File: src/rtl/htfsm_pkg.sv
`timescale 1ns / 1ps
// ----------------------------------------------------------------------------
// htfsm_pkg
// Shared types, constants and helpers for the heater thermostat controller.
// ----------------------------------------------------------------------------
package htfsm_pkg;

  localparam int TEMP_W  = 10;
  localparam int BAND_W  = 8;
  localparam int HOLD_W  = 16;
  localparam int MODE_W  = 3;
  localparam int CFG_IDX_W  = 3;
  localparam int CFG_DATA_W = 16;

  localparam logic [TEMP_W-1:0] TEMP_MAX = '1;
  localparam logic [HOLD_W-1:0] HOLD_MAX = '1;

  // Configuration register indexes.
  localparam logic [CFG_IDX_W-1:0] CFG_HEAT_BELOW     = 3'd0;
  localparam logic [CFG_IDX_W-1:0] CFG_TARGET_LEVEL   = 3'd1;
  localparam logic [CFG_IDX_W-1:0] CFG_BAND_WIDTH     = 3'd2;
  localparam logic [CFG_IDX_W-1:0] CFG_OVERHEAT_ABOVE = 3'd3;
  localparam logic [CFG_IDX_W-1:0] CFG_HOLD_TICKS     = 3'd4;

  // Reset values of the configuration registers.
  localparam logic [TEMP_W-1:0] RST_HEAT_BELOW     = 10'd320;
  localparam logic [TEMP_W-1:0] RST_TARGET_LEVEL   = 10'd368;
  localparam logic [BAND_W-1:0] RST_BAND_WIDTH     = 8'd8;
  localparam logic [TEMP_W-1:0] RST_OVERHEAT_ABOVE = 10'd448;
  localparam logic [HOLD_W-1:0] RST_HOLD_TICKS     = 16'd5000;

  // Input item kinds.
  localparam logic KIND_SAMPLE = 1'b0;
  localparam logic KIND_TICK   = 1'b1;

  // Mode codes as seen on the result port.
  localparam logic [MODE_W-1:0] MODE_CODE_IDLE     = 3'd0;
  localparam logic [MODE_W-1:0] MODE_CODE_HEATING  = 3'd1;
  localparam logic [MODE_W-1:0] MODE_CODE_STAB     = 3'd2;
  localparam logic [MODE_W-1:0] MODE_CODE_TARGET   = 3'd3;
  localparam logic [MODE_W-1:0] MODE_CODE_OVERHEAT = 3'd4;

  // Controller state, one-hot.
  typedef enum logic [4:0] {
    ST_IDLE     = 5'b00001,
    ST_HEATING  = 5'b00010,
    ST_STAB     = 5'b00100,
    ST_TARGET   = 5'b01000,
    ST_OVERHEAT = 5'b10000
  } mode_t;

  // Configuration register set.
  typedef struct packed {
    logic [TEMP_W-1:0] heat_below;
    logic [TEMP_W-1:0] target_level;
    logic [BAND_W-1:0] band_width;
    logic [TEMP_W-1:0] overheat_above;
    logic [HOLD_W-1:0] hold_ticks;
  } cfg_t;

  // One result item.
  typedef struct packed {
    logic [MODE_W-1:0] mode;
    logic              heater_on;
    logic              led_on;
    logic              buzzer_on;
  } result_t;

  // Map a state to its result fields.
  function automatic result_t mode_result(mode_t m);
    result_t r;
    r = '0;
    unique case (m)
      ST_HEATING: begin
        r.mode      = MODE_CODE_HEATING;
        r.heater_on = 1'b1;
      end
      ST_STAB: begin
        r.mode      = MODE_CODE_STAB;
        r.heater_on = 1'b1;
      end
      ST_TARGET: begin
        r.mode   = MODE_CODE_TARGET;
        r.led_on = 1'b1;
      end
      ST_OVERHEAT: begin
        r.mode      = MODE_CODE_OVERHEAT;
        r.led_on    = 1'b1;
        r.buzzer_on = 1'b1;
      end
      default: begin
        r.mode = MODE_CODE_IDLE;
      end
    endcase
    return r;
  endfunction

endpackage

File: src/rtl/htfsm_core.sv
`timescale 1ns / 1ps
// ----------------------------------------------------------------------------
// htfsm_core
// Mode state machine and hold timer. Updates on each accepted transaction and
// presents the result of that transaction combinationally.
// ----------------------------------------------------------------------------
module htfsm_core (
  input  logic                        clk,
  input  logic                        rst,
  input  htfsm_pkg::cfg_t             cfg,
  input  logic                        item_accept,
  input  logic                        kind,
  input  logic [htfsm_pkg::TEMP_W-1:0] temperature,
  output htfsm_pkg::result_t          result
);
  import htfsm_pkg::*;

  mode_t             mode, mode_next;
  logic              hold_active, hold_active_next;
  logic [HOLD_W-1:0] hold_count, hold_count_next;

  logic [TEMP_W-1:0] band_lo;
  logic [TEMP_W-1:0] band_hi;
  logic [TEMP_W:0]   hi_sum;
  logic              in_band;
  logic              below_heat;
  logic              above_over;

  // Band bounds, saturated to the temperature range.
  always_comb begin
    hi_sum  = {1'b0, cfg.target_level} + {{(TEMP_W + 1 - BAND_W){1'b0}}, cfg.band_width};
    band_hi = hi_sum[TEMP_W] ? TEMP_MAX : hi_sum[TEMP_W-1:0];
    if (cfg.target_level > {{(TEMP_W - BAND_W){1'b0}}, cfg.band_width}) begin
      band_lo = cfg.target_level - {{(TEMP_W - BAND_W){1'b0}}, cfg.band_width};
    end else begin
      band_lo = '0;
    end
  end

  assign in_band    = (temperature >= band_lo) && (temperature <= band_hi);
  assign below_heat = temperature < cfg.heat_below;
  assign above_over = temperature > cfg.overheat_above;

  // Next state for one transaction.
  always_comb begin
    mode_next        = mode;
    hold_active_next = hold_active;
    hold_count_next  = hold_count;
    if (kind == KIND_TICK) begin
      if (hold_active && (hold_count != HOLD_MAX)) begin
        hold_count_next = hold_count + 1'b1;
      end
    end else begin
      unique case (mode)
        ST_HEATING: begin
          if (temperature >= band_lo) begin
            mode_next = ST_STAB;
          end else if (above_over) begin
            mode_next = ST_OVERHEAT;
          end
        end
        ST_STAB: begin
          if (in_band) begin
            // The timer starts from zero on the first in-band sample.
            if (!hold_active) begin
              hold_active_next = 1'b1;
              hold_count_next  = '0;
            end
            if (hold_count_next > cfg.hold_ticks) begin
              mode_next = ST_TARGET;
            end
          end else begin
            hold_active_next = 1'b0;
            hold_count_next  = '0;
            if (below_heat) begin
              mode_next = ST_HEATING;
            end else if (above_over) begin
              mode_next = ST_OVERHEAT;
            end
          end
        end
        ST_TARGET: begin
          if (temperature < band_lo) begin
            mode_next = ST_HEATING;
          end else if (above_over) begin
            mode_next = ST_OVERHEAT;
          end
        end
        ST_OVERHEAT: begin
          if (temperature < cfg.target_level) begin
            mode_next = ST_IDLE;
          end
        end
        default: begin
          mode_next = ST_IDLE;
          if (below_heat) begin
            mode_next = ST_HEATING;
          end else if (above_over) begin
            mode_next = ST_OVERHEAT;
          end
        end
      endcase
      // The hold timer only lives in Stabilizing.
      if (mode_next != ST_STAB) begin
        hold_active_next = 1'b0;
        hold_count_next  = '0;
      end
    end
  end

  // State registers.
  always_ff @(posedge clk) begin
    if (rst) begin
      mode        <= ST_IDLE;
      hold_active <= 1'b0;
      hold_count  <= '0;
    end else if (item_accept) begin
      mode        <= mode_next;
      hold_active <= hold_active_next;
      hold_count  <= hold_count_next;
    end
  end

  assign result = mode_result(mode_next);

  // The timer runs only while stabilizing.
  a_hold_in_stab: assert property (@(posedge clk) disable iff (rst)
    hold_active |-> (mode == ST_STAB))
    else $error("hold timer active outside stabilizing");

  // A stopped timer holds zero.
  a_hold_clear: assert property (@(posedge clk) disable iff (rst)
    !hold_active |-> (hold_count == '0))
    else $error("hold count nonzero while timer stopped");

  // A tick advances a running, unsaturated timer by one.
  a_tick_count: assert property (@(posedge clk) disable iff (rst)
    (item_accept && kind == KIND_TICK && hold_active && hold_count != HOLD_MAX)
    |=> (hold_count == $past(hold_count) + 1'b1))
    else $error("tick did not advance hold count");

  // A tick never changes the mode.
  a_tick_mode: assert property (@(posedge clk) disable iff (rst)
    (item_accept && kind == KIND_TICK) |=> (mode == $past(mode)))
    else $error("tick changed the mode");

endmodule

File: src/rtl/heater_thermostat_fsm_unit.sv
`timescale 1ns / 1ps
// ----------------------------------------------------------------------------
// heater_thermostat_fsm_unit
// Five-mode heater controller driven by temperature samples and 1 ms ticks.
// ----------------------------------------------------------------------------
// Usage:
//   Input channel (in_valid/in_ready) carries kind and temperature. A sample
//   (kind 0) moves the mode against the thresholds; a tick (kind 1) advances
//   the hold timer while stabilizing. Every input transaction yields exactly
//   one output transaction (out_valid/out_ready) with mode, heater_on, led_on
//   and buzzer_on after the update.
//   Configuration channel (cfg_valid/cfg_ready, cfg_index, cfg_data) writes
//   one register per transaction; cfg_ready is always high. Indexes above 4
//   are ignored. Write configuration only while no result is outstanding.
// Timing:
//   Each accepted result is registered in the output register or the skid
//   entry. Throughput is one transaction per cycle while out_ready is high.
//   An output register plus one skid entry decouple the channels: when the
//   receiver stalls, one more transaction is taken before in_ready drops.
// Reset:
//   Synchronous, active high. Mode returns to idle, the hold timer clears, the
//   registers take their defaults and both result buffers empty.
// ----------------------------------------------------------------------------
module heater_thermostat_fsm_unit (
  input  logic                             clk,
  input  logic                             rst,
  input  logic                             in_valid,
  output logic                             in_ready,
  input  logic                             kind,
  input  logic [htfsm_pkg::TEMP_W-1:0]     temperature,
  output logic                             out_valid,
  input  logic                             out_ready,
  output logic [htfsm_pkg::MODE_W-1:0]     mode,
  output logic                             heater_on,
  output logic                             led_on,
  output logic                             buzzer_on,
  input  logic                             cfg_valid,
  output logic                             cfg_ready,
  input  logic [htfsm_pkg::CFG_IDX_W-1:0]  cfg_index,
  input  logic [htfsm_pkg::CFG_DATA_W-1:0] cfg_data
);
  import htfsm_pkg::*;

  cfg_t    cfg;
  result_t core_result;
  result_t out_data;
  result_t skid_data;
  logic    skid_valid;
  logic    in_accept;
  logic    out_free;

  assign cfg_ready = 1'b1;
  assign in_ready  = !skid_valid;
  assign in_accept = in_valid && in_ready;
  assign out_free  = !out_valid || out_ready;

  // Configuration registers.
  always_ff @(posedge clk) begin
    if (rst) begin
      cfg.heat_below     <= RST_HEAT_BELOW;
      cfg.target_level   <= RST_TARGET_LEVEL;
      cfg.band_width     <= RST_BAND_WIDTH;
      cfg.overheat_above <= RST_OVERHEAT_ABOVE;
      cfg.hold_ticks     <= RST_HOLD_TICKS;
    end else if (cfg_valid && cfg_ready) begin
      unique case (cfg_index)
        CFG_HEAT_BELOW:     cfg.heat_below     <= cfg_data[TEMP_W-1:0];
        CFG_TARGET_LEVEL:   cfg.target_level   <= cfg_data[TEMP_W-1:0];
        CFG_BAND_WIDTH:     cfg.band_width     <= cfg_data[BAND_W-1:0];
        CFG_OVERHEAT_ABOVE: cfg.overheat_above <= cfg_data[TEMP_W-1:0];
        CFG_HOLD_TICKS:     cfg.hold_ticks     <= cfg_data[HOLD_W-1:0];
        default: begin
        end
      endcase
    end
  end

  htfsm_core u_core (
    .clk         (clk),
    .rst         (rst),
    .cfg         (cfg),
    .item_accept (in_accept),
    .kind        (kind),
    .temperature (temperature),
    .result      (core_result)
  );

  // Output register with one skid entry.
  always_ff @(posedge clk) begin
    if (rst) begin
      out_valid  <= 1'b0;
      skid_valid <= 1'b0;
    end else if (out_free) begin
      if (skid_valid) begin
        out_valid  <= 1'b1;
        skid_valid <= 1'b0;
      end else begin
        out_valid <= in_accept;
      end
    end else if (in_accept) begin
      skid_valid <= 1'b1;
    end
  end

  always_ff @(posedge clk) begin
    if (out_free) begin
      out_data <= skid_valid ? skid_data : core_result;
    end else if (in_accept) begin
      skid_data <= core_result;
    end
  end

  assign mode      = out_data.mode;
  assign heater_on = out_data.heater_on;
  assign led_on    = out_data.led_on;
  assign buzzer_on = out_data.buzzer_on;

  // The skid entry is only used behind a waiting result.
  a_skid_behind_out: assert property (@(posedge clk) disable iff (rst)
    skid_valid |-> out_valid)
    else $error("skid entry holds data with output empty");

  // A result stalled by the receiver keeps its payload.
  a_stall_hold: assert property (@(posedge clk) disable iff (rst)
    (out_valid && !out_ready) |=> (out_valid && $stable(out_data)))
    else $error("stalled result changed");

  // An accepted transaction with the output free shows up next cycle.
  a_accept_to_out: assert property (@(posedge clk) disable iff (rst)
    (in_accept && out_free) |=> out_valid)
    else $error("accepted transaction did not reach the output");

endmodule
File: config.mk
export PLATFORM = sky130hd
export DESIGN_NAME = heater_thermostat_fsm_unit
export DESIGN_NICKNAME = d
export VERILOG_FILES = /design/src/rtl/htfsm_pkg.sv /design/src/rtl/htfsm_core.sv /design/src/rtl/heater_thermostat_fsm_unit.sv
export SDC_FILE = /design/constraint.sdc
export NUM_CORES = 1
export LEC_CHECK = 0
export BUFFER_PORTS_ARGS = -buffer_cell sky130_fd_sc_hd__buf_2
export CAP_MARGIN = 20
export CORE_MARGIN = 2
export CORE_UTILIZATION = 35
export CTS_BUF_LIST = sky130_fd_sc_hd__clkbuf_8
export CTS_CLUSTER_DIAMETER = 40
export CTS_CLUSTER_SIZE = 40
export DETAILED_ROUTE_END_ITERATION = 7
export PLACE_DENSITY = 0.56
export SETUP_SLACK_MARGIN = 0.15
export SYNTH_ARGS = -nofsm -noshare
export SYNTH_HDL_FRONTEND = slang
export SYNTH_SLANG_ARGS = --single-unit
File: constraint.sdc
create_clock -name clk -period 8.7 [get_ports clk]
set_input_delay 0.87 -clock clk [delete_from_list [all_inputs] [get_ports clk]]
set_output_delay 0.87 -clock clk [all_outputs]
set_load 0.01 [all_outputs]
After elaboration in Yosys (flattened, before gate mapping)
Cells that the tools add are included.
{ "totals": {"out_inout_bits": 9, "wordCells": 98, "reg_bits": 90, "in_bits": 35} }
{ "classes": {"muxes": 32, "n_lt_le_gt_ge": 8, "bitwise_logic": 2, "reduce_logical": 20, "n_eq_ne": 15, "addsub": 3} }
{ "ops": {"columns": ["cell", "n"], "rows": [
  ["$mux 16", 9],
  ["$mux 5", 11],
  ["$lt 10x10->1", 3],
  ["$mux 10", 2],
  ["$pmux 5 s4", 1],
  ["$add 16x1->16 const B", 1],
  ["$gt 16x16->1", 1],
  ["$ne 16x16->1 const B", 1],
  ["$pmux 3 s4", 1],
  ["$reduce_and 2->1", 6],
  ["$add 10x8->11", 1],
  ["$eq 5x2->1 const B", 2],
  ["$eq 5x3->1 const B", 2],
  ["$eq 5x4->1 const B", 2],
  ["$eq 5x5->1 const B", 2],
  ["$ge 10x10->1", 1],
  ["$gt 10x10->1", 1],
  ["$gt 10x8->1", 1],
  ["$le 10x10->1", 1],
  ["$sub 10x8->10", 1],
  ["$mux 1", 7],
  ["$eq 3x2->1 const B", 2],
  ["$mux 6", 1],
  ["$reduce_and 3->1", 2],
  ["other kinds (12)", 18]
]} }

Longest topological paths before layout
{ "logic_depth": {"depth_word": 17, "ltp_mapped": 23, "ltp_nobuf": 22} }

Cells and area by module
Synthesis repeated with hierarchy kept, for this count alone.
{ "unflattened": {"cells_unflattened": 772, "hier_area_um2": 6701.4} }
{ "modules_own_cells": {"columns": ["mod", "seq_area_each_um2", "area_each_um2", "cells_per_inst", "n_inst"], "rows": [
  ["htfsm_core", 440.4, 3987.6, 536, 1],
  ["heater_thermostat_fsm_unit", 1481.4, 2713.9, 236, 1]
]} }

Worst setup path after synthesis
OpenSTA, ideal clock, no wires.
{ "synth_path": {"path_type": "reg-to-reg", "startpoint": "register, netlist name cfg[34]", "endpoint": "register out_data (netlist bit mode[0]) (data pin)", "setup_time_ns": 0.260, "required_ns": 8.440, "period_less_slack_ns": 4.719, "stages_incl_launch_ff": 24, "path_buffers": 1, "t_arrival_ns": 4.459, "setup_slack_ns": 3.981, "path_cell_list": "dfxtp_1 -> ha_1 -> inv_1 -> fa_1 -> o21bai_1 -> a21oi_1 -> o21bai_1 -> a21oi_1 -> nor2_1 -> nor2_1 -> o21ai_0 -> and3_1 -> clkbuf_1 -> a21oi_1 -> ha_1 -> a21o_1 -> a21o_1 -> a2111o_1 -> a32oi_4 -> and2_1 -> a21oi_1 -> o31ai_4 -> xor2_1 -> o31ai_1"} }
{ "synth_between": {"elab_chain_len": 11, "word_cells_on_any_way": 23, "cone_classes": "add/sub (2); order compare (5); eq/ne (4); mux (11); reduce/logical (1)"} }
{ "synth_lines": {"columns": ["element", "line_no", "text"], "rows": [
  ["$sub 10x8->10, or another cell as far along", "htfsm_core.sv:34", "band_lo = cfg.target_level - {{(TEMP_W - BAND_W){1'b0}}, cfg.band_width};"],
  ["$mux 10, on equally long branches", "htfsm_core.sv:33, htfsm_core.sv:32", null],
  ["$ge 10x10->1 / $le 10x10->1 (equally long branches)", "htfsm_core.sv:40, htfsm_core.sv:56", null],
  ["$logic_and 1x1->1", "htfsm_core.sv:40", "assign in_band = (temperature >= band_lo) && (temperature <= band_hi);"],
  ["$mux 5", "htfsm_core.sv:63", "if (in_band) begin"],
  ["$pmux 5 s4 *", "htfsm_core.sv:54", "unique case (mode)"],
  ["$mux 5 * (2 in series)", "htfsm_core.sv:49", "if (kind == KIND_TICK) begin"],
  ["$eq 5x5->1, or another cell as far along", "htfsm_pkg.sv:73", "unique case (m)"],
  ["$pmux 3 s4 *", "htfsm_pkg.sv:73", null],
  ["$mux 6 *", "heater_thermostat_fsm_unit.sv:107", "out_data <= skid_valid ? skid_data : core_result;"],
  ["to (signal assigned)", "heater_thermostat_fsm_unit.sv:107", null],
  ["to (decl)", "heater_thermostat_fsm_unit.sv:46", "result_t out_data;"]
]} }
Every way passes the cells marked *; elsewhere a longest branch is shown, timed or not. The select of a mux whose other input is x is not followed.
A chain may end at the register's enable or synchronous reset.

Worst setup path in the final report
{ "layout_path": {"startpoint": "register, netlist name cfg[34]", "endpoint": "register u_core.hold_count[1]"} }
{ "layout_between": {"elab_chain_len": 10, "word_cells_on_any_way": 23, "cone_classes": "add/sub (2); order compare (5); eq/ne (1); mux (12); reduce/logical (3)"} }
{ "layout_lines": {"columns": ["element", "line_no", "text"], "rows": [
  ["$sub 10x8->10, or another cell as far along", "htfsm_core.sv:34", null],
  ["$mux 10, on equally long branches", "htfsm_core.sv:33, htfsm_core.sv:32", null],
  ["$ge 10x10->1 / $le 10x10->1 (equally long branches)", "htfsm_core.sv:40, htfsm_core.sv:56", null],
  ["$logic_and 1x1->1", "htfsm_core.sv:40", null],
  ["$mux 5", "htfsm_core.sv:63", null],
  ["$pmux 5 s4", "htfsm_core.sv:54", null],
  ["$mux 5", "htfsm_core.sv:49", null],
  ["$ne 5x3->1", "htfsm_core.sv:104", "if (mode_next != ST_STAB) begin"],
  ["$reduce_bool 3->1 (no source line) / $mux 16 (equally long branches)", null, null],
  ["$reduce_and 3->1 (no source line) / $mux 16 (equally long branches)", null, null],
  ["to (signal assigned)", "htfsm_core.sv:120", "hold_count <= hold_count_next;"],
  ["to (decl)", "htfsm_core.sv:20", "logic [HOLD_W-1:0] hold_count, hold_count_next;"]
]} }
Several ways; a longest one is shown, not always the timed one. The select of a mux whose other input is x is not followed.

==> impl_metrics.env <==
export IMPL_post_drt_wl_per_cell_um=14.5
export IMPL_finalSetupViolCount=0
export IMPL_area_growth_pct=9.33
export IMPL_synthTopCellsByArea="dfxtp_1 25%, ha_1 16%, nand2_1 8.8%"
export IMPL_synth_compound_area_share_pct=21.8
export IMPL_worst_path_buf_inv=1
export IMPL_clockRootBuffer="clkbuf_8"
export IMPL_synth_top_area_cell="dfxtp_1"
export IMPL_antenna_found_initial=0
export IMPL_finalClockSkew_ns=0.0213
export IMPL_die_width_um=139
export IMPL_max_freq_mhz=192
export IMPL_synthesis_area_sq_um=6370
export IMPL_synthAdderAreaFrac_pct=16.5
export IMPL_setup_slack_ns=3.48
export IMPL_synth_cells=800
export IMPL_syn_area_per_cell_sq_um=7.96
export IMPL_path_max_fanout=16
export IMPL_cts_tree="built"
export IMPL_swShare_pct=28.6
export IMPL_yosys_area_share_simple_pct=22.8
export IMPL_design_core_area_sq_um=17900
export IMPL_combPwrFrac_pct=16.6
export IMPL_final_hold_viol_count=0
export IMPL_synthMuxAreaShare_pct=0.668
export IMPL_synth_edf_count=12
export IMPL_cp_end_kind="flip-flop"
export IMPL_final_nets=941
export IMPL_synth_cell_types=57
export IMPL_drtAntennaViolNets=0
export IMPL_fp_row_count=49
export IMPL_crit_top_cell="a21oi_1"
export IMPL_intPower_uw=654
export IMPL_gp_congestion=0.832
export IMPL_pwr_density_cell_nw_per_um2=132
export IMPL_drive_above_1_share_pct=10.0
export IMPL_status="finished, final reports clean"
export IMPL_io_buffers=42
export IMPL_cts_resized=0
export IMPL_netlist_area_leader_share_pct=24.5
export IMPL_drv_cap=0
export IMPL_dr_pass1_iters=5
export IMPL_slew_viol_final=0
export IMPL_die_height_um=139
export IMPL_grt_max_degree=79
export IMPL_ios=44
export IMPL_critPathMaxStageDelay_ns=0.68
export IMPL_rsz0062_at_grt="false"
export IMPL_cts_hold_buf=0
export IMPL_p_switching_uw=262
export IMPL_yosysSeqAreaShare_pct=30.2
export IMPL_ctsLongestPathBuffers=2
export IMPL_grt_overflow_total=0
export IMPL_synth_top_family_by_area="simple AND/OR/NAND/NOR gates"
export IMPL_cts_sinks=90
export IMPL_initial_utilization_pct=35.6
export IMPL_worst_pin_slew_ns=1.04
export IMPL_cts_clk_slew_worst_paths_ns=0.09
export IMPL_min_period_over_period_pct=60.0
export IMPL_pre_cts_slack_ns=3.51
export IMPL_synth_seq_cells=90
export IMPL_setup_tns_ns=0
export IMPL_cts_setup_buffers=0
export IMPL_worstSetupStartpointType="flip-flop"
export IMPL_layout_commonest_cell="nand2_1"
export IMPL_syn_nets=918
export IMPL_diodes=0
export IMPL_path_class="reg -> reg"
export IMPL_vias=5381
export IMPL_slew_headroom_pct=30.6
export IMPL_power_leakage_nw=2.87
export IMPL_cts_buffers=9
export IMPL_cp_slowest_cell="a32oi_4"
export IMPL_cts_max_level=3
export IMPL_synthArstFlopShare_pct=0
export IMPL_drc=0
export IMPL_final_area_sq_um=6960
export IMPL_vias_per_cell=5.09
export IMPL_p_seq_share_pct=48.0
export IMPL_min_period_ns=5.22
export IMPL_drt_initial_drc_count=241
export IMPL_post_dp_hpwl_um=11900
export IMPL_crit_path_cell_trace="ha_1, inv_1, fa_1, o21bai_1, a21oi_1, o21bai_1, a21oi_1, nor2_1, nor2_1, o21ai_0, and3_1, a21oi_1, ha_1, a21o_1, a21o_1, a2111o_1, a32oi_4, o32a_2, o22ai_4, a32oi_4, nand2b_1, a21oi_1"
export IMPL_postPlaceCellArea_sq_um=6750
export IMPL_required_ns=8.92
export IMPL_critPathArrivalTime_ns=5.43
export IMPL_die_area_sq_um=19300
export IMPL_hp_class="reg -> reg"
export IMPL_synthXorXnorAreaFrac_pct=1.79
export IMPL_detail_route_wirelength_um=15300
export IMPL_yosysWarnings=0
export IMPL_clkLatencyLatePin_ns=0.38
export IMPL_critical_path_top_delay_family="compound AO/OA/AOI/OAI gates"
export IMPL_grt_pass1_wl_um=25900
export IMPL_grtUsageTotal_pct=16.4
export IMPL_synth_ff_type="dfxtp_1"
export IMPL_grt_pass1_vias=5204
export IMPL_final_cell_mix="150 x nand2_1, 81 x a21oi_1, 81 x ha_1"
export IMPL_peakVddDrop_mv=0.0667
export IMPL_clkPwrFrac_pct=35.4
-- layer usage --
metal,wire length (um),GRT usage (%)
met1,7590,22.6
met2,6990,26.8
met3,460,2.21
met4,267,4.84
met5,0,0
-- Yosys cell counts, drive strengths merged, types with 3 or more instances --
library cell,number
a2111oi,3
a211o,6
a211oi,9
a21o,19
a21oi,82
a311oi,14
a31oi,10
and2,19
and3,7
buf,3
clkbuf,28
dfxtp,78
edfxtp,12
ha,81
inv,72
nand2,150
nand2b,16
nand3,20
nand3b,13
nand4,14
nor2,49
nor2b,3
nor3,8
o21ai,26
o21bai,3
o31ai,10
or2,3
or3,4
xnor2,7
xor2,6
-- metrics by stage --
stage          total power, mW  hold WS (ns)  std cells  utilization (%)
2_1_floorplan            0.556         0.436        800                -
4_1_cts                  0.928         0.459       1057             38.9
3_3_place_gp             0.602         0.443       1041             37.7
6_report                 0.916         0.457       1057             38.9
5_1_grt                  0.966         0.473       1057             38.9
3_5_place_dp             0.603         0.447       1041             37.7
-- cell families (layout without fill, tap and decap cells) --
family                     Yosys count  after routing
muxes                                4              4
adders and majority gates           83             83
xor gates and xnor gates            13             13
AOI/OAI and AO/OA                  195            195
other                                1              1
DFF                                 90             90
buffers and inverters              103            131
and+or+nand+nor                    311            311
-- area by class of cell --
| class | count | area [sq um] |
|---|---|---|
| clock buffer | 9 | 124 |
| clock inverter | 7 | 93.8 |
| fill | 1924 | 10900 |
| inverter | 72 | 270 |
| multi-input combinational | 607 | 4050 |
| sequential | 90 | 1920 |
| tap | 229 | 287 |
| timing repair buffer | 43 | 218 |
-- worst register-to-register path, cell delays in order, from the launching register on --
cell and delay, ns:
dfxtp_1 0.38, ha_1 0.19, inv_1 0.06, fa_1 0.40, o21bai_1 0.14, a21oi_1 0.11, o21bai_1 0.13, a21oi_1 0.10
nor2_1 0.10, nor2_1 0.04, o21ai_0 0.30, and3_1 0.36, a21oi_1 0.07, ha_1 0.31, a21o_1 0.18, a21o_1 0.17
a2111o_1 0.45, a32oi_4 0.35, o32a_2 0.22, o22ai_4 0.09, a32oi_4 0.68, nand2b_1 0.19, a21oi_1 0.06
-- worst paths after layout --
check                                      endpoint  depth (start not counted)            startpoint  slack [ns]
setup / recovery  u_core.hold_count[1]$_SDFFE_PP0P_                         22  cfg[34]$_SDFFE_PP0P_        3.48
setup reg to reg  u_core.hold_count[1]$_SDFFE_PP0P_                         22  cfg[34]$_SDFFE_PP0P_        3.48
hold reg to reg                cfg[14]$_SDFFE_PP0P_                          2  cfg[14]$_SDFFE_PP0P_        0.46
hold / removal                 cfg[14]$_SDFFE_PP0P_                          2  cfg[14]$_SDFFE_PP0P_        0.46
-- registers in the layout, indices dropped and copies added (netlist names) --
signal,count
buzzer_on,1
cfg,54
heater_on,1
led_on,1
mode,3
out_valid,1
skid_data,6
skid_valid,1
u_core.hold_active,1
u_core.hold_count,16
u_core.mode,5
-- power groups by stage --
stage	clock network (mW)	logic, mW	registers [mW]
after floorplan	0	0.106	0.449
after global routing	0.350	0.174	0.442
after CTS	0.334	0.154	0.440
after detailed placement	0	0.153	0.450
after global placement	0	0.153	0.450
final	0.324	0.152	0.440
No activity file was read; power rests on OpenSTA's default activity.
